<file path="config.mk">
export PLATFORM = sky130hd
export DESIGN_NAME = smmr_engine
export DESIGN_NICKNAME = d
export VERILOG_FILES = /design/src/hdl/smmr_pkg.sv /design/src/hdl/smmr_engine.sv
export SDC_FILE = /design/constraint.sdc
export NUM_CORES = 1
export LEC_CHECK = 0
export BUFFER_PORTS_ARGS = -buffer_cell sky130_fd_sc_hd__buf_2
export CAP_MARGIN = 20
export CORE_ASPECT_RATIO = 1.4
export CORE_MARGIN = 10
export CORE_UTILIZATION = 33
export CTS_CLUSTER_SIZE = 10
export DETAILED_ROUTE_END_ITERATION = 10
export PLACE_DENSITY = 0.62
export SLEW_MARGIN = 20
export SYNTH_ARGS = -nofsm -noshare
export SYNTH_HDL_FRONTEND = slang
export SYNTH_SLANG_ARGS = --single-unit
</file>
<file path="constraint.sdc">
create_clock -name clk -period 5.3 [get_ports clk]
set_input_delay 0.53 -clock clk [delete_from_list [all_inputs] [get_ports clk]]
set_output_delay 0.53 -clock clk [all_outputs]
set_load 0.005 [all_outputs]
</file>
<file path="src/hdl/smmr_pkg.sv">
// Shared types and constants for the segment min/max reducer.
`default_nettype none

package smmr_pkg;

  localparam int VAL_W      = 32;
  localparam int ARG_W      = 13;
  localparam int SEG_IN_W   = 10;
  localparam int REQ_W      = 2;
  localparam int CFG_IDX_W  = 2;
  localparam int CFG_DATA_W = 13;

  localparam logic MODE_MIN = 1'b0;
  localparam logic MODE_MAX = 1'b1;

  typedef enum logic [REQ_W-1:0] {
    REQ_ELEM  = 2'd0,
    REQ_WRITE = 2'd1,
    REQ_READ  = 2'd2
  } req_t;

  typedef enum logic [CFG_IDX_W-1:0] {
    CFG_REDUCE_MODE = 2'd0,
    CFG_ROW_LENGTH  = 2'd1,
    CFG_ZERO_EMPTY  = 2'd2
  } cfg_idx_t;

  typedef struct packed {
    logic             reduce_mode;
    logic [ARG_W-1:0] row_length;
    logic             zero_empty;
  } cfg_t;

endpackage

`default_nettype wire

</file>
<file path="src/hdl/smmr_engine.sv">
// Reduction stage: running pair, segment flush/load, pending write-back and output register.
`default_nettype none

module smmr_engine #(
  parameter int SEGMENT_COUNT = 1024,
  parameter int ROW_MAX       = 4096,
  parameter int DATA_WIDTH    = 32
) (
  input  wire logic                                clk,
  input  wire logic                                rst_n,
  input  wire smmr_pkg::cfg_t                      cfg,
  input  wire logic                                in_valid,
  output logic                                     in_ready,
  input  wire logic [smmr_pkg::REQ_W-1:0]          in_req_type,
  input  wire logic [$clog2(SEGMENT_COUNT)-1:0]    in_seg,
  input  wire logic [smmr_pkg::VAL_W-1:0]          in_value,
  input  wire logic                                in_last_in_row,
  input  wire logic [DATA_WIDTH+smmr_pkg::ARG_W-1:0] rd_data,
  output logic                                     wr_en,
  output logic [$clog2(SEGMENT_COUNT)-1:0]         wr_addr,
  output logic [DATA_WIDTH+smmr_pkg::ARG_W-1:0]    wr_data,
  output logic                                     out_valid,
  input  wire logic                                out_ready,
  output logic signed [smmr_pkg::VAL_W-1:0]        out_read_value,
  output logic [smmr_pkg::ARG_W-1:0]               out_read_arg,
  output logic                                     out_order_error
);

  localparam int SEG_W = $clog2(SEGMENT_COUNT);
  localparam int POS_W = $clog2(ROW_MAX);
  localparam int ARG_W = smmr_pkg::ARG_W;
  localparam int ENT_W = DATA_WIDTH + ARG_W;
  localparam logic [DATA_WIDTH-1:0] VAL_MAX = {1'b0, {(DATA_WIDTH-1){1'b1}}};
  localparam logic [DATA_WIDTH-1:0] VAL_MIN = {1'b1, {(DATA_WIDTH-1){1'b0}}};
  localparam logic [POS_W-1:0]      POS_LAST = POS_W'(ROW_MAX - 1);

  // stage one item
  logic                  s1_valid_r;
  smmr_pkg::req_t        s1_req_r;
  logic [SEG_W-1:0]      s1_seg_r;
  logic [DATA_WIDTH-1:0] s1_val_r;
  logic                  s1_last_r;

  // running state
  logic [DATA_WIDTH-1:0] run_val_r, run_val_nxt;
  logic [ARG_W-1:0]      run_arg_r, run_arg_nxt;
  logic [SEG_W-1:0]      cur_seg_r, cur_seg_nxt;
  logic [POS_W-1:0]      pos_r, pos_nxt;
  logic                  in_row_r, in_row_nxt;

  // write-back waiting for a free store write slot
  logic                  pend_valid_r, pend_valid_nxt;
  logic [SEG_W-1:0]      pend_addr_r, pend_addr_nxt;
  logic [ENT_W-1:0]      pend_data_r, pend_data_nxt;

  logic                  out_valid_r, out_valid_nxt;
  logic signed [smmr_pkg::VAL_W-1:0] out_value_r, out_value_nxt;
  logic [ARG_W-1:0]      out_arg_r, out_arg_nxt;
  logic                  out_err_r, out_err_nxt;

  logic                  s1_fire;
  logic                  pend_hit;
  logic [ENT_W-1:0]      ent;
  logic [DATA_WIDTH-1:0] ent_val;
  logic [ARG_W-1:0]      ent_arg;
  logic                  row_start, seg_up, seg_down, reload;
  logic [DATA_WIDTH-1:0] base_val, cand_val, rd_val;
  logic [ARG_W-1:0]      base_arg, cand_arg;
  logic [POS_W-1:0]      base_pos;
  logic [SEG_W-1:0]      new_seg;
  logic                  beats;

  logic                  wa_en;
  logic [SEG_W-1:0]      wa_addr;
  logic [ENT_W-1:0]      wa_data;
  logic                  pn_en;
  logic [ENT_W-1:0]      pn_data;

  assign s1_fire  = s1_valid_r && (!out_valid_r || out_ready);
  assign in_ready = !s1_valid_r || s1_fire;

  assign pend_hit = pend_valid_r && (pend_addr_r == s1_seg_r);
  assign ent      = pend_hit ? pend_data_r : rd_data;
  assign ent_val  = ent[ENT_W-1 -: DATA_WIDTH];
  assign ent_arg  = ent[ARG_W-1:0];

  assign row_start = !in_row_r;
  assign seg_up    = in_row_r && (s1_seg_r > cur_seg_r);
  assign seg_down  = in_row_r && (s1_seg_r < cur_seg_r);
  assign reload    = row_start || seg_up;
  assign base_val  = reload ? ent_val : run_val_r;
  assign base_arg  = reload ? ent_arg : run_arg_r;
  assign base_pos  = row_start ? '0 : pos_r;
  assign new_seg   = reload ? s1_seg_r : cur_seg_r;

  assign beats = (cfg.reduce_mode == smmr_pkg::MODE_MAX) ?
                 ($signed(s1_val_r) > $signed(base_val)) :
                 ($signed(s1_val_r) < $signed(base_val));
  assign cand_val = beats ? s1_val_r : base_val;
  assign cand_arg = beats ? ARG_W'(base_pos) : base_arg;

  always_comb begin
    rd_val = ent_val;
    if (cfg.zero_empty &&
        (ent_val == ((cfg.reduce_mode == smmr_pkg::MODE_MAX) ? VAL_MIN : VAL_MAX))) begin
      rd_val = '0;
    end
  end

  always_comb begin
    run_val_nxt   = run_val_r;
    run_arg_nxt   = run_arg_r;
    cur_seg_nxt   = cur_seg_r;
    pos_nxt       = pos_r;
    in_row_nxt    = in_row_r;
    wa_en         = 1'b0;
    wa_addr       = cur_seg_r;
    wa_data       = {run_val_r, run_arg_r};
    pn_en         = 1'b0;
    pn_data       = {cand_val, cand_arg};
    out_valid_nxt = out_valid_r && !out_ready;
    out_value_nxt = out_value_r;
    out_arg_nxt   = out_arg_r;
    out_err_nxt   = out_err_r;
    if (s1_fire) begin
      out_valid_nxt = 1'b1;
      out_value_nxt = '0;
      out_arg_nxt   = '0;
      out_err_nxt   = 1'b0;
      case (s1_req_r)
        smmr_pkg::REQ_ELEM: begin
          if (seg_down) begin
            out_err_nxt = 1'b1;
          end else begin
            run_val_nxt = cand_val;
            run_arg_nxt = cand_arg;
            cur_seg_nxt = new_seg;
            // seg_up: flush old pair through the port now
            wa_en = seg_up;
            if (s1_last_r) begin
              in_row_nxt = 1'b0;
              pos_nxt    = '0;
              if (seg_up) begin
                pn_en = 1'b1;
              end else begin
                wa_en   = 1'b1;
                wa_addr = new_seg;
                wa_data = {cand_val, cand_arg};
              end
            end else begin
              in_row_nxt = 1'b1;
              pos_nxt    = (base_pos < POS_LAST) ? base_pos + 1'b1 : base_pos;
            end
          end
        end
        smmr_pkg::REQ_WRITE: begin
          wa_en   = 1'b1;
          wa_addr = s1_seg_r;
          wa_data = {s1_val_r, cfg.row_length};
        end
        smmr_pkg::REQ_READ: begin
          out_value_nxt = smmr_pkg::VAL_W'($signed(rd_val));
          out_arg_nxt   = ent_arg;
        end
        default: begin
        end
      endcase
    end
  end

  always_comb begin
    pend_valid_nxt = pend_valid_r;
    pend_addr_nxt  = pend_addr_r;
    pend_data_nxt  = pend_data_r;
    if (pn_en) begin
      pend_valid_nxt = 1'b1;
      pend_addr_nxt  = new_seg;
      pend_data_nxt  = pn_data;
    end else if (!wa_en) begin
      pend_valid_nxt = 1'b0;
    end else if (wa_addr == pend_addr_r) begin
      pend_valid_nxt = 1'b0;
    end
  end

  assign wr_en   = wa_en || pend_valid_r;
  assign wr_addr = wa_en ? wa_addr : pend_addr_r;
  assign wr_data = wa_en ? wa_data : pend_data_r;

  always_ff @(posedge clk) begin
    if (in_valid && in_ready) begin
      s1_req_r  <= smmr_pkg::req_t'(in_req_type);
      s1_seg_r  <= in_seg;
      s1_val_r  <= DATA_WIDTH'($unsigned(in_value));
      s1_last_r <= in_last_in_row;
    end
    pend_addr_r <= pend_addr_nxt;
    pend_data_r <= pend_data_nxt;
    out_value_r <= out_value_nxt;
    out_arg_r   <= out_arg_nxt;
    out_err_r   <= out_err_nxt;
  end

  always_ff @(posedge clk) begin
    if (!rst_n) begin
      s1_valid_r   <= 1'b0;
      run_val_r    <= '0;
      run_arg_r    <= '0;
      cur_seg_r    <= '0;
      pos_r        <= '0;
      in_row_r     <= 1'b0;
      pend_valid_r <= 1'b0;
      out_valid_r  <= 1'b0;
    end else begin
      s1_valid_r   <= (in_valid && in_ready) || (s1_valid_r && !s1_fire);
      run_val_r    <= run_val_nxt;
      run_arg_r    <= run_arg_nxt;
      cur_seg_r    <= cur_seg_nxt;
      pos_r        <= pos_nxt;
      in_row_r     <= in_row_nxt;
      pend_valid_r <= pend_valid_nxt;
      out_valid_r  <= out_valid_nxt;
    end
  end

  assign out_valid       = out_valid_r;
  assign out_read_value  = out_value_r;
  assign out_read_arg    = out_arg_r;
  assign out_order_error = out_err_r;

endmodule

`default_nettype wire

</file>
# After elaboration in Yosys (flattened, before gate mapping)
# Index checks and enable logic that the tools add are counted.
# op_classes
n_addsub	1
order_cmp	5
n_eq_ne	6
muxes	38
bitwise_logic	2
n_reduce_logical	21
# op_table
operator	count
two-way mux 45 bit	6
two-way mux 32 bit	3
case mux 45 bit (2 select lines)	1
two-way mux 10 bit	6
two-way mux 12 bit	3
== test 32 bit	1
> comparator 32 bit	1
less-than comparator 32 bit	1
two-way mux 13 bit	2
== test 10 bit	2
case mux 10 bit (2 select lines)	1
two-way mux 1 bit	15
adder 12 x 1 -> 12 bit (second input constant)	1
less-than comparator 12 bit (second input constant)	1
> comparator 10 bit	1
less-than comparator 10 bit	1
logical AND 1 bit	8
logical NOT 1 bit	5
logical OR 1 bit	5
!= test 3 x 1 -> 1 bit (second input constant)	1
AND reduction 3 bit	1
== test 2 x 1 -> 1 bit (second input constant)	1
== test 2 bit (second input constant)	1
logical NOT 2 bit	1
3 further kinds	4
# word_totals
ff_bits	217

# Depth between registers and ports, before layout
# logic_depth
word_depth	13
ltp_mapped	24

# Worst setup path before layout
# OpenSTA, ideal clock, no wires.
# synth_path
kind	reg2out
from	reg s1_seg_r[5]
to	out wr_data[10] in the netlist's numbering
t_arrival_ns	4.891
required_time_ns	4.770
slack_ns	-0.121
stages_incl_launch_ff	21
path_buffers	4
path_cell_list	edfxtp_1 > ha_1 > nand4_1 > o21bai_1 > a31o_2 > a21oi_1 > nand2b_1 > clkbuf_1 > clkbuf_1 > nand2_1 > o21ai_0 > ha_1 > and4_1 > a221o_1 > a2111o_1 > nor3_4 > mux2i_1 > buf_6 > nand2_1 > buf_4 > o221ai_1
# synth_via
elab_chain_cells	13
# synth_lines
item	line_no	source
from (decl)	smmr_engine.sv:40	logic [SEG_W-1:0] s1_seg_r;
from (signal assigned)	smmr_engine.sv:193	s1_seg_r <= in_seg;
> comparator 10 bit or == test 10 bit (tied branches)	smmr_engine.sv:88, smmr_engine.sv:82	
logical AND 1 bit (on tied branches)	smmr_engine.sv:88, smmr_engine.sv:82	
logical OR 1 bit or two-way mux 45 bit (tied branches)	smmr_engine.sv:90, smmr_engine.sv:83	
two-way mux 32 bit	smmr_engine.sv:91	assign base_val = reload ? ent_val : run_val_r;
less-than comparator 32 bit or > comparator 32 bit (tied branches)	smmr_engine.sv:98, smmr_engine.sv:97	
two-way mux 1 bit	smmr_engine.sv:96	assign beats = (cfg.reduce_mode == smmr_pkg::MODE_MAX) ?
two-way mux 13 bit	smmr_engine.sv:100	assign cand_arg = beats ? ARG_W'(base_pos) : base_arg;
two-way mux 45 bit	smmr_engine.sv:143	if (seg_up) begin
two-way mux 45 bit	smmr_engine.sv:140	if (s1_last_r) begin
two-way mux 45 bit	smmr_engine.sv:132	if (seg_down) begin
case mux 45 bit (2 select lines)	smmr_engine.sv:130	case (s1_req_r)
two-way mux 45 bit	smmr_engine.sv:125	if (s1_fire) begin
two-way mux 45 bit (*)	smmr_engine.sv:188	assign wr_data = wa_en ? wa_data : pend_data_r;
to (decl)	smmr_engine.sv:21	output logic [DATA_WIDTH+smmr_pkg::ARG_W-1:0] wr_data,
# Mark *: on every way between the ends. The rest lies on a longest branch, timed or not.

# Final worst setup path
# layout_path
from	reg s1_seg_r[5]
to	out wr_data[13] in the netlist's numbering
# layout_via
elab_chain_cells	13
# layout_lines
item	line_no	source
> comparator 10 bit or == test 10 bit (tied branches)	smmr_engine.sv:88, smmr_engine.sv:82	
logical AND 1 bit (on tied branches)	smmr_engine.sv:88, smmr_engine.sv:82	
logical OR 1 bit or two-way mux 45 bit (tied branches)	smmr_engine.sv:90, smmr_engine.sv:83	
two-way mux 32 bit	smmr_engine.sv:91	
less-than comparator 32 bit or > comparator 32 bit (tied branches)	smmr_engine.sv:98, smmr_engine.sv:97	
two-way mux 1 bit	smmr_engine.sv:96	
two-way mux 32 bit	smmr_engine.sv:99	assign cand_val = beats ? s1_val_r : base_val;
two-way mux 45 bit	smmr_engine.sv:143	
two-way mux 45 bit	smmr_engine.sv:140	
two-way mux 45 bit	smmr_engine.sv:132	
case mux 45 bit (2 select lines)	smmr_engine.sv:130	
two-way mux 45 bit	smmr_engine.sv:125	
two-way mux 45 bit (*)	smmr_engine.sv:188	
# Marks and branches as above.

==> metrics.cfg <==
[pwr]
power_per_cell_area_nw_per_um2 = 268
p_leak_nw = 6.40
switchingPower_mw = 1.17
power.internal_mw = 3.14
pwr-share-clk_pct = 39.8
sw_frac_of_total_pct = 27.2
finalPower_mw = 4.31
combPwrFrac_pct = 15.5
vdd_drop_max_mv = 0.245
pwr-share-seq_pct = 44.7

[timing]
drv_slew = 0
finClkSkew_ns = 0.0178
finalCritPeriodShare_pct = 109
fmax_mhz = 173
fin_crit_ns = 5.78
timing.hold.ws_ns = 0.155
finalSetupViolations = 45
worstMarginPinSlew_ns = 1.01
relSlewSlack_pct = 32.9
rsz0062_at_grt = yes
fin_tns_setup_ns = -17.70
setup_slack_ns = -0.479
hold_viol = 0

[setup_path]
end_kind = output port
path_class = reg2out
critPathLaunchType = flip-flop
cp.arrival_ns = 5.25
crit_required_ns = 4.77
path_max_fanout = 8

[finish]
seq_area_um2 = 5810
final_core_util_pct = 44.2
fill_cells = 3502
final_cell_mix = 210 x buf_2, 165 x nand2_1, 146 x edfxtp_1
layout.nets = 1677
layout-drive-gt1-share_pct = 30.5
area_delta_synth_final_pct = 33.0
mostFrequentLayoutCell = buf_2
design_area_um2 = 16100
final_cells = 2014
multi_input_area_um2 = 6390

[floorplan]
ios = 213
core_area_um2 = 36500
die_h_um = 247
die_area_um2 = 44900
initial_core_util_pct = 33.2
fp.dieW_um = 182
core.rowCount = 83

[route]
wire_per_inst_um = 22.9
routed-wl-met3_um = 3160
firstDrtPassIters = 11
viasPerCell = 5.80
wl_met1_um = 17700
top_layer_used = met4
detail-route-antenna-nets = 0
drc = 0
met2_length_um = 23300
dr_total_vias = 11700
routed_wl_um = 46100
drt_iter0_markers = 1240

[clock_network]
cts_hold_buf = 0
h-tree-depth = 1
cts_buffer_depth = 3
cts-root-buf = clkbuf_16
clk_latency_ns = 0.55
numCtsBuffers = 27
path_clk_slew_ns = 0.06
cts_tree = done
cts.sinks = 217

[synthesis]
syn_inst = 1240
yosysSeqAreaShare_pct = 47.9
async_reset_ff_share_pct = 0
ys_warn_count = 0
ys_ff_latch = 217
ys_types = 58
synthFlopType = edfxtp_1
synth_edf_count = 146
syn_nets = 1392
syn_area_per_cell_um2 = 9.77
post_synth_instance_area_um2 = 12100

[grt]
first_global_vias = 11800
grt_util_all_layers_pct = 19.1
antenna_found_initial = 2
globalRoute.totalOverflow = 0
grt_max_degree = 74
grt_pass1_wl_um = 68000

[run_status]
violations = setup timing
status = finished, violations left

[place]
gp_routability_congestion = 0.875
placed_cells = 1937
hpwl_um = 31800
io_buffers = 212
dp_slack_ns = -0.138
dpl-instance-area_um2 = 14300

[worst_hold_path]
hold_path.class = in2reg

[flow_run]
drv_cap = 0

==> cell families (layout without fill, tap and decap cells) <==
family / Yosys count / in the layout / synth area share (%)
AOI/OAI and AO/OA: 364 / 364 / 20.5
adders and majority gates: 43 / 43 / 4.44
buffers and inverters: 130 / 435 / 4.44
DFF: 217 / 217 / 47.9
and+or+nand+nor: 400 / 400 / 15.7
xor gates and xnor gates: 22 / 22 / 1.59
muxes: 64 / 64 / 5.40
other: 0 / 2 / 0
==> cell usage after synthesis (all sizes together) (8+ instances only) <==
cell	instances	area [um2]
nand2	167	627
edfxtp	146	4380
o21ai	140	701
dfxtp	71	1420
nor2	65	244
clkbuf	56	210
mux2i	56	561
o221ai	50	438
inv	46	173
a222oi	44	440
ha	43	538
a31oi	38	238
a21oi	32	160
nor3	29	161
or2	28	175
buf	27	151
nor2b	23	144
nand4	21	131
nand3	18	90.1
xnor2	12	105
o211ai	11	82.6
nand2b	10	62.6
nor4	10	62.6
xor2	10	87.6
o211a	9	90.1
and2	8	50.1
mux2	8	93.8
==> power by group through the flow <==
| stage | registers [mW] | clock network (mW) | logic (mW) |
|---|---|---|---|
| floorplan | 1.95 | 0 | 0.340 |
| global placement | 1.96 | 0 | 0.595 |
| detailed placement | 1.96 | 0 | 0.608 |
| CTS | 1.92 | 1.75 | 0.632 |
| global route | 1.93 | 1.82 | 0.729 |
| finish | 1.93 | 1.72 | 0.668 |
==> final timing paths <==
check	startpoint	to	slack, ns	cells after the start
setup / recovery	s1_seg_r[5]$_DFFE_PP_	wr_data[13]	-0.48	19
hold / removal	in_value[17]	s1_val_r[17]$_DFFE_PP_	0.15	1
setup reg to reg	s1_seg_r[5]$_DFFE_PP_	run_val_r[8]$_SDFFE_PN0P_	0.16	21
hold reg to reg	pend_valid_r$_SDFFE_PN0P_	pend_valid_r$_SDFFE_PN0P_	0.49	2
==> layer usage <==
metal  vias to the layer above  global-route usage (%)
met4                         0                    9.18
li1                       5314                       -
met5                         -                       0
met3                       131                    3.06
met2                       536                    33.9
met1                      5693                    22.0
==> layout make-up <==
cell class	instances	area share [%]
Clock buffer	46	4.82
Inverter	47	1.10
Timing Repair Buffer	339	14.5
Tap cell	467	3.63
Clock inverter	3	0.117
Multi-Input combinational cell	893	39.7
Antenna cell	2	0.0311
Sequential cell	217	36.1
==> critical path: stages (launching register included) <==
cell and delay, ns:
edfxtp_1 0.46, ha_4 0.31, nand4_1 0.11, o21bai_1 0.19, a31o_2 0.24, a21oi_4 0.19
nand2b_4 0.23, buf_12 0.15, nand2_1 0.06, o21ai_2 0.08, ha_1 0.26, and4_1 0.21
a221o_1 0.34, a2111o_1 0.46, nor3_4 0.28, mux2i_4 0.31, nand2_4 0.16, clkbuf_16 0.24
o221ai_4 0.24, buf_2 0.16
==> registers in the layout (all words and copies together), names as in the netlist <==
name             count
s1_last_r            1
pend_valid_r         1
cur_seg_r           10
run_arg_r           13
run_val_r           32
out_order_error      1
s1_req_r             2
out_read_value      32
s1_valid_r           1
in_row_r             1
s1_seg_r            10
pos_r               12
s1_val_r            32
pend_data_r         45
out_read_arg        13
out_valid            1
pend_addr_r         10
==> timing repair <==
| item | CTS | global route |
|---|---|---|
| pin swaps | 7 | 25 |
| setup endpoints to repair | 45 | 51 |
| gates resized for setup | 55 | 81 |
| setup buffers | 9 | 11 |
| cloned | 3 | 4 |
Power figures use the tool's default switching activity.
